[config.mk]
export PLATFORM = sky130hd
export DESIGN_NAME = rsq_back
export DESIGN_NICKNAME = d
export VERILOG_FILES = /design/src/design/rsq_pkg.sv /design/src/design/rsq_ram.sv /design/src/design/rsq_back.sv
export SDC_FILE = /design/constraint.sdc
export NUM_CORES = 2
export LEC_CHECK = 0
export ABC_AREA = 0
export BUFFER_PORTS_ARGS = -buffer_cell sky130_fd_sc_hd__buf_2
export CAP_MARGIN = 30
export CORE_AREA = 2 2 743 523
export CTS_CLUSTER_SIZE = 16
export DETAILED_ROUTE_END_ITERATION = 6
export DIE_AREA = 0 0 745 525
export GPL_TIMING_DRIVEN = 1
export PLACE_DENSITY = 0.61
export SYNTH_ARGS = -nofsm -noshare
export SYNTH_HDL_FRONTEND = slang
export SYNTH_HIERARCHICAL = 1
export SYNTH_MEMORY_MAX_BITS = 65536
export SYNTH_SLANG_ARGS = --single-unit
export TNS_END_PERCENT = 30
[constraint.sdc]
create_clock -name clk -period 13.7 [get_ports clk]
set_clock_uncertainty 0.05 [all_clocks]
set_input_delay 0.685 -clock clk [delete_from_list [all_inputs] [get_ports clk]]
set_output_delay 0.685 -clock clk [all_outputs]
set_load 0.02 [all_outputs]
[src/design/rsq_pkg.sv]
package rsq_pkg;

  // Field widths of the stream payloads
  localparam int SENDER_W = 6;
  localparam int SEQ_W    = 32;
  localparam int PAY_W    = 32;
  localparam int DATA_W   = 72;

  // Bit positions of the fields inside tdata
  localparam int SENDER_LSB = 0;
  localparam int SEQ_LSB    = SENDER_LSB + SENDER_W;
  localparam int PAY_LSB    = SEQ_LSB + SEQ_W;

  // Defaults of the top-level parameters
  localparam int NUM_SENDERS_DEF = 8;
  localparam int WINDOW_DEF      = 16;

  // Most results one request may cause, and a counter able to hold that figure
  localparam int MAX_OUT = 16;
  localparam int CNT_W   = $clog2(MAX_OUT + 1);

  // Depth of the queue between the front and back parts
  localparam int QUEUE_DEPTH = 4;

  // Request as it travels from the front part to the back part
  typedef struct packed {
    logic                bad;
    logic [SENDER_W-1:0] sender;
    logic [SEQ_W-1:0]    seq_no;
    logic [PAY_W-1:0]    payload;
  } item_t;

  // One released or dropped message
  typedef struct packed {
    logic [SENDER_W-1:0] sender;
    logic [SEQ_W-1:0]    seq_no;
    logic [PAY_W-1:0]    payload;
    logic                dropped;
  } result_t;

endpackage

[src/design/rsq_ram.sv]
module rsq_ram #(
  parameter int WIDTH = 32,
  parameter int DEPTH = 16,
  localparam int AW = (DEPTH > 1) ? $clog2(DEPTH) : 1
) (
  input  logic             clk,
  input  logic             we,
  input  logic [AW-1:0]    waddr,
  input  logic [WIDTH-1:0] wdata,
  input  logic             re,
  input  logic [AW-1:0]    raddr,
  output logic [WIDTH-1:0] rdata
);

  logic [WIDTH-1:0] mem [DEPTH];

  // One write port, one registered read port that holds its data between reads
  always_ff @(posedge clk) begin
    if (we) begin
      mem[waddr] <= wdata;
    end
    if (re) begin
      rdata <= mem[raddr];
    end
  end

endmodule

[src/design/rsq_back.sv]
module rsq_back #(
  parameter int NUM_SENDERS = rsq_pkg::NUM_SENDERS_DEF,
  parameter int WINDOW      = rsq_pkg::WINDOW_DEF
) (
  input  logic             clk,
  input  logic             rst,
  input  logic             q_valid,
  output logic             q_ready,
  input  rsq_pkg::item_t   q_item,
  output logic             out_valid,
  input  logic             out_ready,
  output rsq_pkg::result_t out_res,
  output logic             out_last
);

  localparam int SNDW   = $clog2(NUM_SENDERS);
  localparam int SW     = $clog2(WINDOW);
  localparam int SUMW   = SW + 2;
  localparam int STW    = rsq_pkg::SEQ_W + SW + WINDOW;
  localparam int PDEPTH = NUM_SENDERS * (2 ** SW);
  localparam longint unsigned TWO32 = 64'h1_0000_0000;
  // Shift of the slot index when a window straddles the wrap of the numbers
  localparam int WRAP_ADJ = int'((WINDOW - (TWO32 % WINDOW)) % WINDOW);

  typedef enum logic [2:0] {
    S_IDLE, S_LOOKUP, S_DRAIN, S_DRAIN_RD, S_FIN
  } state_t;

  typedef enum logic [1:0] {C_OLD, C_EXP, C_AHEAD, C_FAR} cls_t;

  state_t           state;
  rsq_pkg::item_t   item_r;
  logic [31:0]      ne;
  logic [SW-1:0]    nm;
  logic [WINDOW-1:0] mask;
  logic [rsq_pkg::CNT_W-1:0] n;
  logic [31:0]      dseq;
  logic             pend_valid;
  rsq_pkg::result_t pend;
  logic [NUM_SENDERS-1:0] init;

  logic [SNDW-1:0]  snd_idx;
  logic [STW-1:0]   st_q;
  logic [STW-1:0]   st_wdata;
  logic             st_re;
  logic             st_we;
  logic [31:0]      cur_ne;
  logic [SW-1:0]    cur_nm;
  logic [WINDOW-1:0] cur_mask;
  logic [31:0]      d;
  cls_t             cls;
  logic [SUMW-1:0]  sum0;
  logic [SUMW-1:0]  sum1;
  logic [SUMW-1:0]  sum2;
  logic [SW-1:0]    slot;
  logic             slot_busy;
  logic             need_res;
  logic             out_free;
  logic             gen_ok;
  logic             lookup_go;
  logic             drain_go;
  logic             fin_go;
  logic             gen_en;
  rsq_pkg::result_t gen_res;
  logic             p_we;
  logic             p_re;
  logic [rsq_pkg::PAY_W-1:0] p_q;

  // Slot index of the number after ne, tracked without dividing the number
  function automatic logic [SW-1:0] nm_step(input logic [31:0] ne_val,
                                            input logic [SW-1:0] nm_val);
    logic [SW-1:0] r;
    if (ne_val == 32'hFFFF_FFFF) begin
      r = '0;
    end else if (nm_val == SW'(WINDOW - 1)) begin
      r = '0;
    end else begin
      r = nm_val + 1'b1;
    end
    return r;
  endfunction

  assign snd_idx = item_r.sender[SNDW-1:0];

  // Sender state word; a sender never written reads as its reset value
  always_comb begin
    if (init[snd_idx]) begin
      cur_ne   = st_q[31:0];
      cur_nm   = st_q[32 +: SW];
      cur_mask = st_q[32 + SW +: WINDOW];
    end else begin
      cur_ne   = 32'd1;
      cur_nm   = SW'(1);
      cur_mask = '0;
    end
  end

  // Classify the arrival against the expected number
  always_comb begin
    d = item_r.seq_no - cur_ne;
    if (d[31]) begin
      cls = C_OLD;
    end else if (d == '0) begin
      cls = C_EXP;
    end else if (d < 32'(WINDOW)) begin
      cls = C_AHEAD;
    end else begin
      cls = C_FAR;
    end
  end

  // Slot of an arrival ahead of the window start: seq_no modulo the window
  always_comb begin
    sum0 = SUMW'(cur_nm) + SUMW'(d[SW-1:0]) +
           ((item_r.seq_no < cur_ne) ? SUMW'(WRAP_ADJ) : '0);
    sum1 = (sum0 >= SUMW'(WINDOW)) ? sum0 - SUMW'(WINDOW) : sum0;
    sum2 = (sum1 >= SUMW'(WINDOW)) ? sum1 - SUMW'(WINDOW) : sum1;
    slot = sum2[SW-1:0];
    slot_busy = cur_mask[slot];
  end

  // Handshake and progress conditions of the sequencer
  always_comb begin
    need_res  = (cls != C_AHEAD) || slot_busy;
    out_free  = !out_valid || out_ready;
    gen_ok    = !pend_valid || out_free;
    lookup_go = (state == S_LOOKUP) && (!need_res || gen_ok);
    drain_go  = (state == S_DRAIN) && mask[nm] && (n < rsq_pkg::CNT_W'(rsq_pkg::MAX_OUT));
    fin_go    = (state == S_FIN) && (!pend_valid || out_free);
    q_ready   = (state == S_IDLE);
    st_re     = (state == S_IDLE) && q_valid && !q_item.bad;
    st_we     = fin_go && !item_r.bad;
    st_wdata  = {mask, nm, ne};
    p_we      = lookup_go && (cls == C_AHEAD) && !slot_busy;
    p_re      = drain_go;
  end

  // Result created this cycle, if any
  always_comb begin
    gen_en = 1'b0;
    gen_res.sender = item_r.sender;
    gen_res.seq_no = item_r.seq_no;
    gen_res.payload = item_r.payload;
    gen_res.dropped = (cls == C_AHEAD) || (cls == C_FAR);
    if (state == S_LOOKUP) begin
      gen_en = lookup_go && need_res;
    end else if (state == S_DRAIN_RD) begin
      gen_en = gen_ok;
      gen_res.seq_no  = dseq;
      gen_res.payload = p_q;
      gen_res.dropped = 1'b0;
    end
  end

  // Sequencer with the pending result and the output register
  always_ff @(posedge clk) begin
    if (rst) begin
      state      <= S_IDLE;
      pend_valid <= 1'b0;
      out_valid  <= 1'b0;
      init       <= '0;
      n          <= '0;
    end else begin
      unique case (state)
        S_IDLE: begin
          if (q_valid) begin
            item_r <= q_item;
            n      <= '0;
            if (q_item.bad) begin
              pend.sender  <= q_item.sender;
              pend.seq_no  <= q_item.seq_no;
              pend.payload <= q_item.payload;
              pend.dropped <= 1'b1;
              pend_valid   <= 1'b1;
              state        <= S_FIN;
            end else begin
              state <= S_LOOKUP;
            end
          end
        end
        S_LOOKUP: begin
          if (lookup_go) begin
            if (cls == C_EXP) begin
              ne <= cur_ne + 1'b1;
              nm <= nm_step(cur_ne, cur_nm);
            end else begin
              ne <= cur_ne;
              nm <= cur_nm;
            end
            mask  <= (p_we) ? (cur_mask | (WINDOW'(1) << slot)) : cur_mask;
            state <= S_DRAIN;
          end
        end
        S_DRAIN: begin
          if (drain_go) begin
            mask[nm] <= 1'b0;
            dseq     <= ne;
            ne       <= ne + 1'b1;
            nm       <= nm_step(ne, nm);
            state    <= S_DRAIN_RD;
          end else begin
            state <= S_FIN;
          end
        end
        S_DRAIN_RD: begin
          if (gen_ok) begin
            state <= S_DRAIN;
          end
        end
        S_FIN: begin
          if (fin_go) begin
            if (pend_valid) begin
              out_res    <= pend;
              out_last   <= 1'b1;
              pend_valid <= 1'b0;
            end
            if (!item_r.bad) begin
              init[snd_idx] <= 1'b1;
            end
            state <= S_IDLE;
          end
        end
        default: state <= S_IDLE;
      endcase
      // A new result pushes the earlier one out; only the final one is marked
      if (gen_en) begin
        if (pend_valid) begin
          out_res   <= pend;
          out_last  <= 1'b0;
        end
        pend       <= gen_res;
        pend_valid <= 1'b1;
        n          <= n + 1'b1;
      end
      // The output register fills when the pending result moves on and empties when taken
      if ((gen_en || fin_go) && pend_valid) begin
        out_valid <= 1'b1;
      end else if (out_valid && out_ready) begin
        out_valid <= 1'b0;
      end
    end
  end

  // Per-sender state: expected number, its slot index and the parked mask
  rsq_ram #(
    .WIDTH(STW),
    .DEPTH(NUM_SENDERS)
  ) u_state_ram (
    .clk  (clk),
    .we   (st_we),
    .waddr(snd_idx),
    .wdata(st_wdata),
    .re   (st_re),
    .raddr(q_item.sender[SNDW-1:0]),
    .rdata(st_q)
  );

  // Parked payloads, one row of slots per sender
  rsq_ram #(
    .WIDTH(rsq_pkg::PAY_W),
    .DEPTH(PDEPTH)
  ) u_payload_ram (
    .clk  (clk),
    .we   (p_we),
    .waddr({snd_idx, slot}),
    .wdata(item_r.payload),
    .re   (p_re),
    .raddr({snd_idx, nm}),
    .rdata(p_q)
  );

endmodule

==> run_results.csv <==
group,metric,value,unit
yosys,synth_xor_area_share,0.261,%
setup_path,cp-start-kind,"flip-flop",
yosys,synth_edf_count,4894,
final_layout,nets,8887,
grt,grt_max_degree,151,
sta,finalSetupViolations,0,
floorplanning,start_util,49.7,%
grt,grt_pass1_vias,88500,
floorplanning,die_area,391000,um^2
placed_design,io_buffers,148,
sta,worst_slew_pin_slew,1.33,ns
route,vias_per_cell,6.53,
yosys,synthFlopType,"edfxtp_1",
route,drt_pre_antenna_iters,7,
final_layout,drive_gt1_share,31.0,%
route,wl_met3,68600,um
route,wl_met1,221000,um
route,highest_layer,"met5",
yosys,synth.area.top_cells,"edfxtp_1, mux4_2, mux2i_1",
yosys,synth_seq_cells,4912,
sta,final_hold_viol_count,0,
yosys,netlist_area,191000,um^2
pwr,power_density,141,nW/um^2
setup_path,slowest_stage,"nor2_4",
route,post-route-drc-count,1,
sta,whs,0.152,ns
route,wl_per_cell,37.0,um
yosys,synth_top_area_share,76.8,%
run_status,violations,"DRC",
yosys,yosys.area.top_type,"edfxtp_1",
yosys,synth_cell_types,86,
sta,rsz0062_at_grt,"no",
yosys,syn_nets,8354,
yosys,synthAdderAreaFrac,0.296,%
sta,period_minus_slack,9.00,ns
floorplanning,die_w,745,um
final_layout,final_cell_mix,"edfxtp_1, mux4_2, clkbuf_16",
route,num_vias,93500,
sta,setup_ws,4.70,ns
yosys,synth_top_family_by_area,"multiplexers",
final_layout,stdcell_area,217000,um^2
setup_path,end_kind,"flip-flop",
yosys,synthMuxAreaShare,18.5,%
run_status,outcome,"finished, violations left",
sta,slew_headroom,11.6,%
min_path,min_path_cells,1,
yosys,synth_compound_area_share,1.10,%
route,wirelength,529000,um
setup_path,critPathMaxFanout,49,
setup_path,path_delay_family,"simple AND/OR/NAND/NOR gates",
grt,antenna_found_initial,66,
floorplanning,core-area,385000,um^2
cts,cts_tree,"yes",
sta,slew_violations,0,
placed_design,pre_cts_slack,4.86,ns
grt,grt_pass1_wl,729000,um
yosys,async_flop_share,0,%
cts,clockRootBuffer,"clkbuf_16",
min_path,hp-class,"primary input to flip-flop",
flow_run,cap_violations,0,
yosys,synthSimpleGateAreaFrac,1.81,%
cts,cts_setup_buffers,0,
route,wl_met2,224000,um
pwr,vdd.ir_drop.worst,0.119,mV
pwr,p_total,30.7,mW
floorplanning,io_pins,149,
cts,cts.path.max_buffers,4,
setup_path,required,14.23,ns
final_layout,final_common_cell,"edfxtp_1",
yosys,ys_seq_area_share,77.0,%
cts,cts_resized,0,
yosys,avgSynthCellArea,23.2,um^2
setup_path,cpMostUsedCell,"buf_4",
grt,track_usage,26.9,%
setup_path,cp_num_buf_inv,3,
placed_design,post-dp-hpwl,329000,um
setup_path,cp_cell_sequence,"buf_4, mux2i_1, o21ai_0, a22o_2, buf_4, nand2b_1, ha_1, fa_1, nor2b_1, o2111ai_1, a211oi_2, o31ai_4, o311ai_0, o41ai_1, nor4_2, nand4_4, nor3_2, buf_4, nor2b_1, nand3_4, nor2_4",
cts,clk_pin_slew,0.07,ns
grt,overflow,0,
setup_path,worst-path-stages,21,
sta,post-route-period-util,65.7,%
sta,tns,0,ns
placed_design,dpl_cell_area,202000,um^2
cts,clk_latency,0.97,ns
floorplanning,die_h,525,um
cts,cts.sinks,4912,
route,drtIter0Drc,15000,
route,ant_nets,0,
yosys,syn-instance-count,8235,
placed_design,gp_congestion,0.914,
yosys,yosysWarningCount,6,
floorplanning,row_count,191,
setup_path,worstRegToRegCells,21,
sta,fmax,111,MHz
setup_path,reg2reg_slack,4.70,ns
final_layout,synthToLayoutAreaGrowth,13.7,%
cts,cts_buffers,452,
setup_path,crit_type,"flip-flop to flip-flop",
setup_path,cp.arrival,9.53,ns
pwr,power_leakage,67.5,nW
cts,h-tree-depth,5,
setup_path,slowest_delay,1.12,ns
per-stage QoR:
step / instances / utilization, %
2_1_floorplan: 8235 / -
3_3_place_gp: 13200 / 51.8
3_5_place_dp: 13300 / 52.4
4_1_cts: 14200 / 56.4
5_1_grt: 14300 / 56.5
6_report: 14300 / 56.5
layout make-up:
cell class / count / area [um^2]
Clock buffer: 540 / 11700
Inverter: 30 / 113
Multi-Input combinational cell: 2858 / 43100
Fill cell: 27700 / 167000
Timing Repair Buffer: 514 / 5770
Antenna cell: 40 / 100
Sequential cell: 4912 / 147000
Clock inverter: 300 / 2960
Tap cell: 5114 / 6400
power breakdown:
part | internal, mW | switching, mW | total, mW | leakage (nW)
Combinational | 0.451 | 0.996 | 1.45 | 16.2
Sequential | 16.6 | 0.0569 | 16.6 | 44.2
Clock | 7.08 | 5.53 | 12.6 | 7.15
Total | 24.1 | 6.59 | 30.7 | 67.5
layer usage:
layer / up-vias / global-route usage, %
met5: - / 0
met4: 16 / 6.55
met3: 715 / 8.23
met2: 5546 / 36.9
met1: 50800 / 42.4
li1: 36400 / -
registers in the layout (all words and copies together), names as in the netlist, named ones only:
register             flops
u_state_ram/rdata       52
out_valid                1
u_payload_ram/rdata     32
gen_res                  6
pend                    71
ne                      32
n                        5
nm                       4
item_r                  65
mask                    16
dseq                    32
state                    3
u_payload_ram/mem     4096
init                     8
pend_valid               1
u_state_ram/mem        416
worst paths after layout:
check	startpoint	to
worst min register to register	init[1]	init[1]
worst max-delay path	gen_res[67]	u_payload_ram/mem[14][17]
worst min-delay path	q_item[64]	gen_res[65]
worst max register to register	gen_res[67]	u_payload_ram/mem[14][17]
synthesized netlist by cell type (14+ instances only):
master	number
edfxtp_1	4894
mux4_2	1454
nor2_1	293
clkbuf_1	250
nand2_1	187
mux2i_1	146
o21ai_0	109
buf_2	97
mux2_2	92
nand3_1	74
buf_1	53
a21oi_1	52
ha_1	42
xnor2_1	38
nand4_1	32
inv_1	30
nor3_1	29
a31oi_1	28
and3_1	20
nor2b_1	19
xor2_1	19
dfxtp_1	18
a21o_1	17
buf_4	17
buf_6	15
and4_1	14
kinds of logic (layout without fill, tap and decap cells):
kind of cell               Yosys count  in the layout
DFF                               4912           4912
muxes                             1695           1695
and+or+nand+nor                    743            743
buffers and inverters              465           1384
AOI/OAI and AO/OA                  319            319
xor gates and xnor gates            57             57
adders and majority gates           44             44
other                                0             40
repair_timing:
item / CTS / global route
hold buffers: 68 / 0
hold endpoints to repair: 122 / 0
endpoints found under the setup margin: 0 / 0
No activity file was read; power rests on OpenSTA's default activity.
