`src/design/rsq_pkg.sv`:
```
package rsq_pkg;

  // Field widths of the stream payloads
  localparam int SENDER_W = 6;
  localparam int SEQ_W    = 32;
  localparam int PAY_W    = 32;
  localparam int DATA_W   = 72;

  // Bit positions of the fields inside tdata
  localparam int SENDER_LSB = 0;
  localparam int SEQ_LSB    = SENDER_LSB + SENDER_W;
  localparam int PAY_LSB    = SEQ_LSB + SEQ_W;

  // Defaults of the top-level parameters
  localparam int NUM_SENDERS_DEF = 8;
  localparam int WINDOW_DEF      = 16;

  // Most results one request may cause, and a counter able to hold that figure
  localparam int MAX_OUT = 16;
  localparam int CNT_W   = $clog2(MAX_OUT + 1);

  // Depth of the queue between the front and back parts
  localparam int QUEUE_DEPTH = 4;

  // Request as it travels from the front part to the back part
  typedef struct packed {
    logic                bad;
    logic [SENDER_W-1:0] sender;
    logic [SEQ_W-1:0]    seq_no;
    logic [PAY_W-1:0]    payload;
  } item_t;

  // One released or dropped message
  typedef struct packed {
    logic [SENDER_W-1:0] sender;
    logic [SEQ_W-1:0]    seq_no;
    logic [PAY_W-1:0]    payload;
    logic                dropped;
  } result_t;

endpackage

```
`src/design/rsq_front.sv`:
```
module rsq_front #(
  parameter int NUM_SENDERS = rsq_pkg::NUM_SENDERS_DEF
) (
  input  logic                       clk,
  input  logic                       rst,
  input  logic                       s_valid,
  output logic                       s_ready,
  input  logic [rsq_pkg::DATA_W-1:0] s_data,
  output logic                       q_valid,
  input  logic                       q_ready,
  output rsq_pkg::item_t             q_item
);

  localparam int QAW = $clog2(rsq_pkg::QUEUE_DEPTH);
  localparam int QCW = $clog2(rsq_pkg::QUEUE_DEPTH + 1);

  rsq_pkg::item_t entries [rsq_pkg::QUEUE_DEPTH];
  logic [QAW-1:0] wr_ptr;
  logic [QAW-1:0] rd_ptr;
  logic [QCW-1:0] count;
  rsq_pkg::item_t in_item;
  logic           push;
  logic           pop;

  // Unpack the request and mark a sender outside the configured range
  always_comb begin
    in_item.sender  = s_data[rsq_pkg::SENDER_LSB +: rsq_pkg::SENDER_W];
    in_item.seq_no  = s_data[rsq_pkg::SEQ_LSB +: rsq_pkg::SEQ_W];
    in_item.payload = s_data[rsq_pkg::PAY_LSB +: rsq_pkg::PAY_W];
    in_item.bad     = ({1'b0, in_item.sender} >= (rsq_pkg::SENDER_W + 1)'(NUM_SENDERS));
  end

  assign s_ready = (count != QCW'(rsq_pkg::QUEUE_DEPTH));
  assign q_valid = (count != '0);
  assign q_item  = entries[rd_ptr];
  assign push    = s_valid && s_ready;
  assign pop     = q_valid && q_ready;

  // Queue storage, written only on an accepted request
  always_ff @(posedge clk) begin
    if (push) begin
      entries[wr_ptr] <= in_item;
    end
  end

  // Queue pointers and fill count
  always_ff @(posedge clk) begin
    if (rst) begin
      wr_ptr <= '0;
      rd_ptr <= '0;
      count  <= '0;
    end else begin
      if (push) begin
        wr_ptr <= (wr_ptr == QAW'(rsq_pkg::QUEUE_DEPTH - 1)) ? '0 : wr_ptr + 1'b1;
      end
      if (pop) begin
        rd_ptr <= (rd_ptr == QAW'(rsq_pkg::QUEUE_DEPTH - 1)) ? '0 : rd_ptr + 1'b1;
      end
      if (push && !pop) begin
        count <= count + 1'b1;
      end else if (pop && !push) begin
        count <= count - 1'b1;
      end
    end
  end

endmodule

```
`config.mk`:
```
export PLATFORM = sky130hd
export DESIGN_NAME = rsq_front
export DESIGN_NICKNAME = d
export VERILOG_FILES = /design/src/design/rsq_pkg.sv /design/src/design/rsq_front.sv
export SDC_FILE = /design/constraint.sdc
export NUM_CORES = 1
export LEC_CHECK = 0
export ABC_AREA = 1
export ABC_CLOCK_PERIOD_IN_PS = 10490
export BUFFER_PORTS_ARGS = -buffer_cell sky130_fd_sc_hd__buf_2
export CAP_MARGIN = 20
export CORE_ASPECT_RATIO = 0.9
export CORE_MARGIN = 4
export CORE_UTILIZATION = 61
export CTS_CLUSTER_DIAMETER = 100
export DETAILED_ROUTE_END_ITERATION = 6
export PLACE_DENSITY = 0.84
export SLEW_MARGIN = 15
export SYNTH_ARGS = -nofsm -noshare
export SYNTH_HDL_FRONTEND = slang
export SYNTH_SLANG_ARGS = --single-unit
```
`constraint.sdc`:
```
create_clock -name clk -period 10.49 [get_ports clk]
set_input_delay 2.098 -clock clk [delete_from_list [all_inputs] [get_ports clk]]
set_output_delay 2.098 -clock clk [all_outputs]
set_load 0.05 [all_outputs]
```
==> results of run 1 <==
## cell families (layout without fill, tap and decap cells)
family | count (synthesis) | after routing | share of synthesized area, %
fa+ha+maj | 7 | 7 | 0.862
flops | 293 | 293 | 79.0
buf+inv | 62 | 221 | 3.32
compound gates | 218 | 218 | 10.7
simple gates | 177 | 177 | 6.15
## worst max path at each step
stage / to / slack, ps
final: q_item[37] / 5530
after detailed placement: entries[2][32] / 6000
after floorplan: entries[0][0] / 4750
after global placement: entries[2][28] / 5960
after global routing: q_item[37] / 5280
after CTS: q_item[37] / 5530
## cells in the mapped netlist, drive strengths merged
master and n:
edfxtp 284, nor2 158, o21ai 144, o22ai 71, buf 27, clkbuf 19
inv 16, nand2 14, dfxtp 9, ha 6, a21oi 3, nand3b 2
fa 1, nand3 1, nand4 1, or3 1
## report_power, final
part           internal [uW]  leakage (uW)  switching, uW
sequential              1430       0.00267           52.5
clock                    592      0.000444            389
combinational            271       0.00139           1040
## worst max-delay path, cell delays in order (launching register included)
cell     delay, ps
dfxtp_4        740
buf_4          750
o21ai_0        210
o22ai_1        240
buf_2          310
## routing by layer
layer  part of all wire (%)  GRT usage (%)
met3                    8.0           4.85
met1                     41           27.6
met4                    1.3           4.52
met5                   0.21              0
met2                     50           35.5
## sequential cells by signal, summed over array words and instances (netlist names), named ones only
signal / count
wr_ptr: 2
entries: 284
count: 3
rd_ptr: 2
## cell type report
class,instances,share of cell area [%]
flip-flops and latches,293,68.1
well taps,240,2.35
clock inverters,11,0.998
clock buffers,39,6.12
repair buffers,155,6.40
inverters,16,0.509
multi-input cells,402,15.5
## stage by stage
step | power, uW | cells | utilization [%] | instance area, um2
final | 3770 | 1156 | 72.4 | 12800
after global routing | 3930 | 1156 | 72.4 | 12800
after CTS | 3780 | 1155 | 72.2 | 12800
after detailed placement | 2810 | 1105 | 67.1 | 11900
after global placement | 2780 | 1105 | 67.1 | 11900
after floorplan | 2520 | 757 | - | 11000
==> flow_metrics.tcl, run 1 <==
set metrics [dict create \
    worstSetupPathType "reg2out" \
    cts_tree "built" \
    timing.rr.start "count[0]" \
    root_buffer "clkbuf_16" \
    first_global_vias 6445 \
    die_w_um 150 \
    drt_wl_total_mm 21.7 \
    antenna_found_initial 4 \
    fin_crit_ps 4960 \
    die_h_um 136 \
    grt_pass1_wl_mm 32.9 \
    clock-sinks 293 \
    endpoint_kind "primary output" \
    core_um2 17700 \
    slew_viol_final 0 \
    status "completed" \
    cp.arrival_ps 2860 \
    timing.final.ws_setup_ps 5530 \
    syn_nets 840 \
    synth_area_leaders "edfxtp_1 (77%), o21ai_0 (5.9%), nor2_1 (5.4%)" \
    min_to "count[0]" \
    grt_max_degree 143 \
    required_ps 8390 \
    synthToLayoutAreaGrowth_pct 16.0 \
    drive_gt1_share_pct 21.8 \
    regToRegSetupSlack_ps 7670 \
    vias 6607 \
    routedWlPerCell_um 18.7 \
    finalHoldViolations 0 \
    vdd_drop_max_v 0.000198 \
    min_path_cells 1 \
    fin_worst_skew_ps 7.94 \
    hold_buffers 0 \
    first_pass_iters 5 \
    slew_headroom_pct 28.6 \
    dp_hpwl_mm 11.9 \
    timing.fmax_mhz 202 \
    rr_worst_depth 5 \
    maxCapViolations 0 \
    synth-warning-count 0 \
    grt_use_total_pct 20.7 \
    critPathLaunchType "register" \
    p_per_area_nw_per_um2 295 \
    final_common_cell "edfxtp_1" \
    h-tree-depth 1 \
    hold_slack_ps 501 \
    clk_pin_slew_worst_paths_ps 60 \
    ys_types 23 \
    clk_latency_ps 520 \
    min_period_over_period_pct 47.3 \
    ys_seq_area_share_pct 79.0 \
    hp-start "count[0]" \
    tightest_slew_ps 1070 \
    start_util_pct 62.4 \
    num_io_pins 149 \
    fill_cells 1102 \
    register_area_um2 8710 \
    cts_resized 0 \
    place.gp.congestion 0.746 \
    syn_inst 757 \
    reg2reg_to "entries[3][38]" \
    drt-initial-drc-count 444 \
    fin_setup_tns_ps 0 \
    crit_fanout 84 \
    n_antenna_cell 0 \
    die_area_um2 20300 \
    yosys.area.top_type "edfxtp_1" \
    row_count 46 \
    ys_seq_elements 293 \
    hp-class "reg2reg" \
    viasPerCell 5.72 \
    multi_input_area_um2 1980 \
    nets 979 \
    post_cts_buffers 0 \
    rsz0062_at_grt "no" \
    final_cell_mix "edfxtp_1 (284), nor2_1 (154), buf_2 (146)" \
    cts_made_buffers 28 \
    portBuffers 146 \
    drtAntennaViolNets 0 \
    gr-total-overflow 0 \
    netlist.area_leader.share_pct 77.3 \
    clockBufferDepth 3 \
    synthesis.area_um2 11000 \
    syn_area_per_cell_um2 14.6 \
    setup_viol 0 \
    preCtsSetupSlack_ps 6000 \
    drc 0 \
    cellLeakagePower_uw 0.00451 \
]
Note: power is estimated with default switching activity, not from simulation.
==> run 2, diff against run 1 <==
ABC_CLOCK_PERIOD_IN_PS = 3990   (was 10490)
CORE_UTILIZATION = 51   (was 61)
PLACE_DENSITY = 0.75   (was 0.84)
clock period = 3.99 ns   (was 10.49 ns; I/O delays follow)
==> run 2 against run 1 <==
  * Sequential power increased to 2.6 times the previous value
  * Critical path depth unchanged
  * Hold slack got worse by 15 ps
  * Final cell count grew 4.3%
  * Clock power grew to 2.6 times the previous value
  * First-iteration DRC count rose by 14%
  * Power grew to 2.6 times the previous value
  * Critical endpoint is now q_item[62]
==> flow_metrics.tcl, run 2 (synthesized netlist as in run 1, its figures left out) <==
set metrics [dict create \
    status "completed" \
    die_h_um 148 \
    h-tree-depth 1 \
    portBuffers 146 \
    crit_buf_inv 2 \
    clk_latency_ps 520 \
    worstSetupPathType "reg2out" \
    gr-total-overflow 0 \
    place.gp.congestion 0.717 \
    post_cts_buffers 0 \
    rsz0062_at_grt "no" \
    num_io_pins 149 \
    min_period_over_period_pct 82.3 \
    hp-class "in2reg" \
    row_count 50 \
    dp_cells 1153 \
    drt_wl_total_mm 21.9 \
    largest-register "entries" \
    grt_max_degree 143 \
    maxCapViolations 0 \
    timing.rr.start "count[0]" \
    largest_reg_flops 284 \
    antenna_found_initial 7 \
    endpoint_kind "primary output" \
    drc 0 \
    die_w_um 163 \
    cp_slowest_stage_delay_ps 610 \
    cpLargestDelayFamily "buffers and inverters" \
    hold_buffers 0 \
    die_area_um2 24000 \
    dp_hpwl_mm 11.7 \
    vias 6504 \
    clockBufferDepth 3 \
    clk_pin_slew_worst_paths_ps 60 \
    viasPerCell 5.39 \
    multi_input_area_um2 1980 \
    min_to "entries[3][59]" \
    reg2reg_to "entries[2][15]" \
    start_util_pct 52.5 \
    first_global_vias 6566 \
    slowest_stage "inv_6" \
    cts_made_buffers 28 \
    path_cells "inv_6 -> o21ai_0 -> o22ai_1 -> buf_2" \
    synthToLayoutAreaGrowth_pct 16.7 \
    rr_worst_depth 5 \
    register_area_um2 8710 \
    cts_tree "built" \
    busiest_layer "met2" \
    preCtsSetupSlack_ps 1340 \
    met1_usage_pct 23.7 \
    finalNonFillerCells 1206 \
    min_path_cells 1 \
    setup_viol 0 \
    first_pass_iters 4 \
    crit_fanout 142 \
    fin_worst_skew_ps 9.98 \
    final_common_cell "edfxtp_1" \
    hp-start "s_data[33]" \
    timing.final.ws_setup_ps 706 \
    timing.fmax_mhz 304 \
    cellLeakagePower_uw 0.00452 \
    slew_headroom_pct 29.8 \
    fin_setup_tns_ps 0 \
    use_met3_pct 5.27 \
    grtUsageMet2_pct 30.0 \
    p_per_area_nw_per_um2 766 \
    critPathLaunchType "register" \
    drive_gt1_share_pct 22.4 \
    fill_cells 1624 \
    grt_pass1_wl_mm 34.3 \
    cp.arrival_ps 2490 \
    root_buffer "clkbuf_16" \
    final_cell_mix "edfxtp_1 (284), nor2_1 (154), buf_2 (146)" \
    vdd_drop_max_v 0.000580 \
    top_regs "entries x284, count x3" \
    totalPowerFinal_uw 9870 \
    slew_viol_final 0 \
    drt-initial-drc-count 504 \
    clock-sinks 293 \
    finalHoldViolations 0 \
    drtAntennaViolNets 0 \
    regToRegSetupSlack_ps 1780 \
    required_ps 3190 \
    tightest_slew_ps 1050 \
    core_um2 21000 \
    cts_resized 0 \
    hold_slack_ps 487 \
    fin_crit_ps 3280 \
    routedWlPerCell_um 18.2 \
    grt_use_total_pct 18.0 \
    nets 980 \
]
[run 2: layout make-up]
type / count / area share, %
tap: 286 / 2.78
timing repair buffer: 156 / 6.65
multi-input combinational: 402 / 15.4
antenna: 1 / 0.0194
inverter: 16 / 0.505
sequential: 293 / 67.7
clock buffer: 42 / 6.40
clock inverter: 10 / 0.564
[run 2: per-stage QoR]
step / utilization [%] / instance area (um2)
3_3_place_gp: 57.0 / 12000
4_1_cts: 61.2 / 12900
3_5_place_dp: 57.0 / 12000
5_1_grt: 61.3 / 12900
6_report: 61.3 / 12900
2_1_floorplan: - / 11000
[run 2: routing by layer]
layer / share of wire [%] / wire [um] / vias up
li1: - / - / 3117
met1: 42 / 9170 / 3128
met2: 48 / 10500 / 203
met3: 8.1 / 1780 / 44
met4: 1.8 / 397 / 12
met5: 0.21 / 47 / -
[run 2: worst max-delay path by stage]
stage | startpoint | endpoint | slack (ps) | cells after the start
after floorplan | count[0] | entries[0][0] | -600 | 4
after global placement | register | q_item[0] | 1360 | 5
after detailed placement | register | q_item[25] | 1340 | 5
after CTS | register | q_item[62] | 740 | 4
after global routing | register | q_item[57] | 610 | 4
final | register | q_item[62] | 710 | 4
[run 2: report_power, final]
group / leakage (uW) / internal (uW) / switching (uW) / total [uW]
logic: 0.00140 / 732 / 2780 / 3510
registers: 0.00267 / 3750 / 85.1 / 3830
clock network: 0.000447 / 1490 / 1040 / 2520
total: 0.00452 / 5970 / 3900 / 9870
[run 2: worst register-to-register path, delay by kind of cell (launching register included)]
kind | cells | cell delay [ps]
DFF | 1 | 390
buffers and inverters | 1 | 410
and+or+nand+nor | 4 | 1080
==> run 3, diff against run 2 <==
ABC_AREA = 0   (was 1)
ABC_CLOCK_PERIOD_IN_PS = 2800   (was 3990)
clock period = 2.8 ns   (was 3.99 ns; I/O delays follow)
==> run 3 against run 2 <==
  * Clock-buffer cell count down 9
  * Sequential power up 43%
  * Register-to-register slack worse by 1500 ps
  * Die area down 2.8%
==> flow_metrics.tcl, run 3 <==
set metrics [dict create \
    dp_hpwl_mm 11.2 \
    synthFlopType "edfxtp_1" \
    yosysMostFrequentCell "edfxtp_1" \
    ys_seq_elements 293 \
    first_pass_iters 5 \
    drive_gt1_share_pct 46.7 \
    syn_area_per_cell_um2 25.5 \
    largest_reg_flops 284 \
    cts_made_buffers 28 \
    grt_pass1_wl_mm 29.5 \
    setup_viol 0 \
    place.gp.congestion 0.760 \
    crit_fanout 24 \
    hold_slack_ps 254 \
    worstSetupPathType "reg2out" \
    critPathLaunchType "register" \
    slew_headroom_pct 62.3 \
    syn_inst 420 \
    finalHoldViolations 0 \
    p_per_area_nw_per_um2 988 \
    n_antenna_cell 0 \
    endpoint_kind "primary output" \
    final_common_cell "edfxtp_1" \
    drc 0 \
    viasPerCell 5.39 \
    rsz0062_at_grt "no" \
    yosys.area.top_type "edfxtp_1" \
    status "completed" \
    maxCapViolations 0 \
    cp_slowest_stage_delay_ps 600 \
    clk_latency_ps 520 \
    drt-initial-drc-count 319 \
    finalNonFillerCells 903 \
    synth_commonest_cells "edfxtp_1 (284), mux4_2 (71), dfxtp_1 (9), buf_4 (7), ha_1 (6)" \
    core_um2 20700 \
    final_cell_mix "edfxtp_1 (284), buf_2 (146), mux4_2 (71)" \
    largest-register "entries" \
    post_cts_buffers 5 \
    timing.final.ws_setup_ps 201 \
    die_w_um 161 \
    cts_tree "built" \
    tightest_slew_ps 560 \
    drtAntennaViolNets 0 \
    vias 4863 \
    cts_resized 0 \
    cp.arrival_ps 2040 \
    grt_max_degree 71 \
    slowest_stage "dfxtp_4" \
    synth_edf_count 284 \
    h-tree-depth 1 \
    drt_wl_total_mm 18.6 \
    die_area_um2 23400 \
    die_h_um 145 \
    start_util_pct 51.7 \
    hp-class "in2reg" \
    synth_area_leaders "edfxtp_1 (80%), mux4_2 (15%), dfxtp_1 (1.7%)" \
    gr-total-overflow 0 \
    slew_viol_final 0 \
    cpLargestDelayFamily "flip-flops" \
    async_flop_share_pct 0 \
    fin_crit_ps 2600 \
    clock-sinks 293 \
    ys_seq_area_share_pct 81.3 \
    hp-start "s_data[39]" \
    top_regs "entries x284, count x3" \
    min_period_over_period_pct 92.8 \
    timing.rr.start "count[0]" \
    syn_nets 503 \
    num_io_pins 149 \
    synthToLayoutAreaGrowth_pct 20.3 \
    fin_setup_tns_ps 0 \
    cellLeakagePower_uw 0.00433 \
    synth-warning-count 0 \
    preCtsSetupSlack_ps 361 \
    clk_pin_slew_worst_paths_ps 60 \
    antenna_found_initial 2 \
    required_ps 2240 \
    crit_buf_inv 2 \
    timing.fmax_mhz 385 \
    ys_types 27 \
    hold_buffers 0 \
    dp_cells 847 \
    path_cells "buf_4 -> mux4_2 -> buf_2" \
    grt_use_total_pct 16.0 \
    synthesis.area_um2 10700 \
    row_count 50 \
    register_area_um2 8720 \
    fin_worst_skew_ps 8.66 \
    clockBufferDepth 3 \
    portBuffers 146 \
    multi_input_area_um2 1900 \
    nets 679 \
    root_buffer "clkbuf_16" \
    fill_cells 1426 \
    routedWlPerCell_um 20.5 \
    vdd_drop_max_v 0.000669 \
    first_global_vias 5264 \
    netlist.area_leader.share_pct 79.7 \
]
==> run 3: through the flow <==
stage               area [um2]  total power, uW  util (%)
floorplan                10700             8250         -
global placement         11900             9070      57.6
detailed placement       11900             9160      57.6
CTS                      12900            12900      62.2
global route             12900            13300      62.2
finish                   12900            12700      62.2
==> run 3: kinds of logic after synthesis <==
| group | count (synthesis) | share of synthesized area, % |
|---|---|---|
| adder cells (fa/ha/maj) | 7 | 0.888 |
| XOR/XNOR | 2 | 0.164 |
| AND/OR/NAND/NOR | 18 | 1.05 |
| flip-flops | 293 | 81.3 |
| multiplexers | 74 | 15.2 |
| buffers and inverters | 21 | 1.02 |
| AO/OA/AOI/OAI | 5 | 0.327 |
==> run 3: final cells by class <==
type	instances	share of cell area [%]
Inverter	3	0.0874
Clock inverter	18	1.35
Tap cell	286	2.78
Multi-Input combinational cell	106	14.8
Timing Repair Buffer	164	7.60
Sequential cell	293	67.7
Clock buffer	33	5.75
==> run 3: path summary, 6_finish.rpt <==
path	to	slack (ps)	cells after the start
min reg2reg	register	490	2
min	entries[2][1]	250	1
max	q_item[54]	200	3
max reg2reg	count[2]	320	7
==> run 3: worst reg2reg max path, stage by stage, from the launching register on <==
cell and delay, ps:
dfxtp_1 370, o31ai_1 540, ha_1 290, inv_1 60, fa_1 380, xor2_1 180
or3_2 410, a21oi_1 180
==> run 3: report_power, final <==
part | switching (uW) | internal (uW)
registers | 152 | 5310
logic | 2430 | 1160
clock network | 1510 | 2170
total | 4090 | 8640
==> run 3: layer usage <==
layer | wire length, um | global-route usage, % | vias to the layer above
li1 | - | - | 2155
met1 | 7990 | 22.5 | 2516
met2 | 9020 | 26.4 | 157
met3 | 1170 | 3.60 | 31
met4 | 349 | 3.33 | 4
met5 | 21 | 0 | -
